--- src/loc_ram.sv ---
// ============================================================================
// Lock order checker RAM
// Simple dual-port RAM, one write port, one read port with registered data.
// ============================================================================
module loc_ram #(
    parameter int WIDTH = 4,
    parameter int DEPTH = 16
) (
    input  logic                                   clk,
    input  logic                                   we,
    input  logic [(DEPTH > 1 ? $clog2(DEPTH) : 1)-1:0] waddr,
    input  logic [WIDTH-1:0]                       wdata,
    input  logic [(DEPTH > 1 ? $clog2(DEPTH) : 1)-1:0] raddr,
    output logic [WIDTH-1:0]                       rdata
);

    logic [WIDTH-1:0] mem [0:DEPTH-1];

    always_ff @(posedge clk)
    begin
        if (we)
        begin
            mem[waddr] <= wdata;
        end
        rdata <= mem[raddr];
    end

endmodule

--- config.mk ---
export PLATFORM = sky130hd
export DESIGN_NAME = loc_ram
export DESIGN_NICKNAME = d
export VERILOG_FILES = /design/src/loc_ram.sv
export SDC_FILE = /design/constraint.sdc
export NUM_CORES = 1
export LEC_CHECK = 0
export BUFFER_PORTS_ARGS = -buffer_cell sky130_fd_sc_hd__buf_2
export CAP_MARGIN = 0
export CORE_MARGIN = 10
export CORE_UTILIZATION = 58
export CTS_BUF_LIST = sky130_fd_sc_hd__clkbuf_4 sky130_fd_sc_hd__clkbuf_8 sky130_fd_sc_hd__clkbuf_16
export DETAILED_ROUTE_END_ITERATION = 10
export PLACE_DENSITY = 0.88
export SETUP_SLACK_MARGIN = 0.05
export SLEW_MARGIN = 40
export SYNTH_ARGS = -nofsm -noshare
export SYNTH_HDL_FRONTEND = slang
export SYNTH_SLANG_ARGS = --single-unit
--- constraint.sdc ---
create_clock -name clk -period 1.65 [get_ports clk]
set_input_delay 0 -clock clk [delete_from_list [all_inputs] [get_ports clk]]
set_output_delay 0 -clock clk [all_outputs]
set_load 0.02 [all_outputs]
==> results of run 1 <==
worst max-delay path by stage:
stage | from | depth (start not counted) | to
2_1_floorplan | waddr[2] | 2 | mem[0][0]$_DFFE_PP_
3_3_place_gp | raddr[0] | 4 | rdata[2]$_DFF_P_
3_5_place_dp | raddr[0] | 4 | rdata[2]$_DFF_P_
4_1_cts | mem[5][0]$_DFFE_PP_ | 3 | rdata[0]$_DFF_P_
5_1_grt | mem[2][2]$_DFFE_PP_ | 3 | rdata[2]$_DFF_P_
6_report | mem[5][0]$_DFFE_PP_ | 3 | rdata[0]$_DFF_P_
cells in the final DEF, fill, tap and decap left out, drive strengths merged:
master	count
nand3b	2
nand2b	2
dfxtp	4
a22oi	4
edfxtp	64
or3b	1
bufinv	4
nor3	4
dlygate4sd3	2
clkinv	3
nor2	13
mux4	16
clkbuf	9
nand2	5
buf	19
nand3	9
nor2b	2
layer usage:
metal	global-route usage (%)	routed length (um)	vias up
met5	0	0	-
met4	4.06	41	0
met3	5.66	352	6
met2	21.0	2340	50
met1	16.8	2070	644
li1	-	-	598
worst reg2reg max path: stages (launching register included):
cell      delay (ns)
edfxtp_1        0.41
mux4_1          0.55
a22oi_1         0.19
nand3_1         0.11
cells by family (layout without fill, tap and decap cells):
family | Yosys count | count (layout) | share of synthesized area (%)
DFF | 68 | 68 | 75.1
muxes | 16 | 16 | 15.5
and+or+nand+nor | 38 | 38 | 6.80
buffers and inverters | 4 | 37 | 1.50
AOI/OAI and AO/OA | 4 | 4 | 1.13
sequential cells by signal (all words and copies together), names as in the netlist:
register / count
mem: 64
rdata: 4
power groups by stage:
stage                     clock network [W]  registers, W  logic [W]
after global placement                    0       0.00197   0.000183
after floorplan                           0       0.00199   0.000101
after global routing                0.00185       0.00194   0.000212
after CTS                           0.00177       0.00194   0.000196
final                               0.00175       0.00194   0.000194
after detailed placement                  0       0.00198   0.000191
layout make-up:
cell class,count,area (um2)
timing repair buffer,21,120
tap,52,65.1
clock inverter,7,139
fill,266,1340
sequential,68,2000
clock buffer,9,124
multi-input combinational,58,624
stage by stage:
| step | instance area, um2 | hold slack [ns] |
|---|---|---|
| after floorplan | 2670 | 0.0989 |
| after global placement | 2790 | 0.319 |
| after detailed placement | 2790 | 0.332 |
| after CTS | 3070 | 0.0409 |
| after global routing | 3070 | 0.0517 |
| final | 3070 | 0.0551 |
==> results.ini, run 1 <==
[outcome]
status=complete, no violations

[global_route]
grt_max_degree=17
grt_pass1_vias=1387
grtUsageTotal_pct=13.4
antenna_found_initial=0
grt.overflow.total=0
grt_pass1_wl_um=7480

[critical_path]
critPathKind=reg -> reg
end_kind=flip-flop
crit_required_ns=1.87
reg2reg_to=rdata[0]$_DFF_P_
worst_r2r_path_depth=3
rrSetupSlack_ns=0.27
critPathLaunchType=flip-flop
worst-path-buf-inv=0
arrival_ns=1.60
path_delay_family=multiplexers
r2r_start=mem[5][0]$_DFFE_PP_
crit_path_cell_trace=mux4_1, a22oi_1, nand3_1
worst_path_largest_cell_delay_ns=0.55
crit_fanout=1
slowest_stage=mux4_1

[route]
post_drt_wl_per_cell_um=22.3
drc=0
vias_per_cell=6.04
drt-total-wl_um=4800
via_count=1298
dr.first_iter.drc_count=86
ant_nets=0
dr.pass1.iters=5

[clock_tree]
cts_hold_buf=2
clock-root-buffer=clkbuf_8
cts_tree=yes
numCtsBuffers=9
postCtsSetupRepairBufs=0
clock-sinks=68
clockBufferDepth=2
insertion_delay_ns=0.34
clkTransAtPathRegs_ns=0.07
ctsHtreeMaxLevel=3
post_cts_resized=0

[cells_and_area]
insertedDiodeCount=0
fin_nets=172
stdcell_count=215
fin_util_pct=69.6
final_layout_size_suffix_gt1_share_pct=23.3
area_growth_pct=15.3

[floorplan]
die_y_um=87.8
pin_count=18
fp.dieW_um=87.8
floorplan.rows=24
start_util_pct=60.4
coreArea_um2=4410
dieArea_um2=7710

[synthesis]
avgSynthCellArea_um2=20.5
synthTopCellsByArea=edfxtp_1 72%, mux4_1 14%, dfxtp_1 3.0%
yosysWarnings=0
synth.largest_area_cell=edfxtp_1
netlist_area_um2=2670
synth_seq_area_share_pct=75.1
synth.distinct_cells=17
yosys.area.top_type_share_pct=72.1
synth_nets=144
ys.flop_type=edfxtp_1
synth.most_common_cell=edfxtp_1
synth_common_cells=64 x edfxtp_1, 14 x mux4_1, 13 x nor2_1
synth_cells=130
synth_edf_count=64
async_flop_share_pct=0
synth_seq_cells=68

[sta]
fin_setup_tns_ns=0
fin_skew_ns=0.00842
timing.final.crit_period_ns=1.38
rsz0062_at_grt=no
relSlewSlack_pct=54.8
setup_violations=0
fmax_ghz=0.726
hold_viol_final=0
maxSlewViolCount=0
final.setup.worst_slack_ns=0.272
fin_crit_sh_pct=83.5
worst_pin_slew_ns=0.673

[worst_hold_path]
hold_end=mem[2][1]$_DFFE_PP_
hp-start=wdata[1]
holdPathStages=1
hold_class=in -> reg

[pwr]
total_power_w=0.00388
p_comb_share_pct=5.0
power_switching_share_pct=18.6
pwr-share-seq_pct=50.0
cellLeakagePower_nw=1.06
p_clk_share_pct=45.0
p_int_w=0.00316
peakVddDrop_uv=1180
power_density_nw_per_um2=1260
switching_power_w=0.000720

[placed_design]
hpwl_um=3170
post-place-cells=197
port_buffers=17
gp_congestion=0.790
dp_slack_ns=0.201

[job]
drv_cap=0

No activity file was read; power rests on OpenSTA's default activity.
==> run 2: changes to the inputs <==
--- a/config.mk
+++ b/config.mk
@@ -8,10 +8,10 @@
 export BUFFER_PORTS_ARGS = -buffer_cell sky130_fd_sc_hd__buf_2
 export CAP_MARGIN = 0
 export CORE_MARGIN = 10
-export CORE_UTILIZATION = 58
+export CORE_UTILIZATION = 53
 export CTS_BUF_LIST = sky130_fd_sc_hd__clkbuf_4 sky130_fd_sc_hd__clkbuf_8 sky130_fd_sc_hd__clkbuf_16
 export DETAILED_ROUTE_END_ITERATION = 10
-export PLACE_DENSITY = 0.88
+export PLACE_DENSITY = 0.85
 export SETUP_SLACK_MARGIN = 0.05
 export SLEW_MARGIN = 40
 export SYNTH_ARGS = -nofsm -noshare
==> constraint.sdc (replaced) <==
create_clock -name clk -period 1.1 [get_ports clk]
set_input_delay 0 -clock clk [delete_from_list [all_inputs] [get_ports clk]]
set_output_delay 0 -clock clk [all_outputs]
set_load 0.02 [all_outputs]
==> results.ini, run 2 (synthesized netlist as in run 1, its figures left out) <==
[critical_path]
arrival_ns=1.45
rrSetupSlack_ns=-0.13
r2r_start=mem[0][1]$_DFFE_PP_
reg2reg_to=rdata[1]$_DFF_P_
critPathKind=reg -> reg
crit_fanout=1
worst_r2r_path_depth=3
crit_required_ns=1.33
end_kind=flip-flop
critPathLaunchType=flip-flop
crit_start=mem[0][1]$_DFFE_PP_

[cells_and_area]
largest_register_ffs=64
area_growth_pct=21.4
fin_nets=190
most-common-layout-cells=64 x edfxtp_1, 18 x buf_4, 17 x buf_2, 13 x nor2_1
regArea_um2=2000
reg_top3=mem (64), rdata (4)
final_common_cell=edfxtp_1
nFillCells=286
multi_input_area_um2=633
final_layout_size_suffix_gt1_share_pct=37.0
top_register=mem
insertedDiodeCount=0

[route]
drt-total-wl_um=4780
ant_nets=0
dr.first_iter.drc_count=176
via_count=1379
drc=0
dr.pass1.iters=4
vias_per_cell=5.56
post_drt_wl_per_cell_um=19.3

[pwr]
power_density_nw_per_um2=1750
cellLeakagePower_nw=1.13
peakVddDrop_uv=1130

[clock_tree]
numCtsBuffers=9
postCtsSetupRepairBufs=0
clockBufferDepth=2
clkTransAtPathRegs_ns=0.08
clock-root-buffer=clkbuf_8
clock-sinks=68
cts_tree=yes
insertion_delay_ns=0.34
ctsHtreeMaxLevel=3

[placed_design]
hpwl_um=3330
port_buffers=17
gp_congestion=0.727

[sta]
fin_crit_sh_pct=112
timing.final.crit_period_ns=1.23
hold-worst-slack_ns=0.0636
fin_skew_ns=0.00748
worst_pin_slew_ns=0.422
fin_setup_tns_ns=-0.463
hold_viol_final=0
relSlewSlack_pct=71.8
rsz0062_at_grt=yes
final.setup.worst_slack_ns=-0.127
fmax_ghz=0.815
setup_violations=4
maxSlewViolCount=0

[worst_hold_path]
hold_end=mem[15][3]$_DFFE_PP_
hold_class=in -> reg
hp-start=wdata[3]
holdPathStages=1

[outcome]
status=complete, but fails checks
violations=negative setup slack

[floorplan]
coreArea_um2=4790
fp.dieW_um=90.9
die_y_um=90.9
dieArea_um2=8270
start_util_pct=55.7
floorplan.rows=25
pin_count=18

[global_route]
grt_pass1_vias=1487
grtUsageTotal_pct=12.4
grt_pass1_wl_um=7770
grt_max_degree=17
antenna_found_initial=0
grt.overflow.total=0

[job]
drv_cap=0

==> run 2: cell types whose count changed in the layout (fill, tap and decap cells not counted), moves of 2 or more <==
cell        before  now
mux4_1          14    8
mux4_2           2    8
clkinvlp_4       0    2
buf_12           0    2
buf_4            2   18
a22oi_1          4    0
a22oi_2          0    4
==> run 2: timing repair <==
item | in CTS | in global routing
endpoints found under the setup margin | 4 | 4
endpoints found under the hold margin | 1 | 0
gates resized for setup | 4 | 0
pin swaps | 1 | 0
cloned | 0 | 0
hold buffers | 2 | 0
==> run 2: layer usage <==
| metal | up-vias | wire length, um | global-route usage (%) |
|---|---|---|---|
| li1 | 630 | - | - |
| met3 | 10 | 211 | 3.91 |
| met1 | 701 | 2070 | 14.9 |
| met2 | 38 | 2420 | 19.6 |
| met4 | 0 | 82 | 6.40 |
| met5 | - | 0 | 0 |
==> run 2: cell type report <==
type / count / share of cell area (%)
clock buffers: 9 / 3.83
clock inverters: 7 / 3.55
multi-input cells: 58 / 19.6
flip-flops and latches: 68 / 61.8
well taps: 67 / 2.59
repair buffers: 39 / 8.66
==> run 2: how the worst max path moves through the flow <==
stage,cells past startpoint,endpoint
5_1_grt,3,rdata[2]$_DFF_P_
3_5_place_dp,3,rdata[1]$_DFF_P_
3_3_place_gp,3,rdata[1]$_DFF_P_
4_1_cts,3,rdata[1]$_DFF_P_
2_1_floorplan,3,rdata[2]$_DFF_P_
6_report,3,rdata[1]$_DFF_P_
==> run 2: worst max-delay path: stages (launching register included) <==
cell	delay, ns
edfxtp_1	0.38
mux4_2	0.47
a22oi_2	0.19
nand3_1	0.08
==> run 2: power breakdown <==
group          switching, W  total, W  internal [W]  leakage, nW
clock network      0.000923   0.00242       0.00150        0.115
registers         0.0000146   0.00291       0.00289        0.612
logic              0.000192  0.000349      0.000157        0.400
total               0.00113   0.00568       0.00455         1.13
==> run 2: through the flow <==
step	setup slack, ns	instances	util (%)	total power, W	area (um2)
final	-0.127	248	67.7	0.00568	3240
after CTS	-0.147	248	67.7	0.00571	3240
after detailed placement	-0.198	230	61.8	0.00330	2960
after global placement	-0.175	230	61.8	0.00328	2960
after global routing	-0.198	248	67.7	0.00588	3240
after floorplan	-0.0591	130	-	0.00314	2660
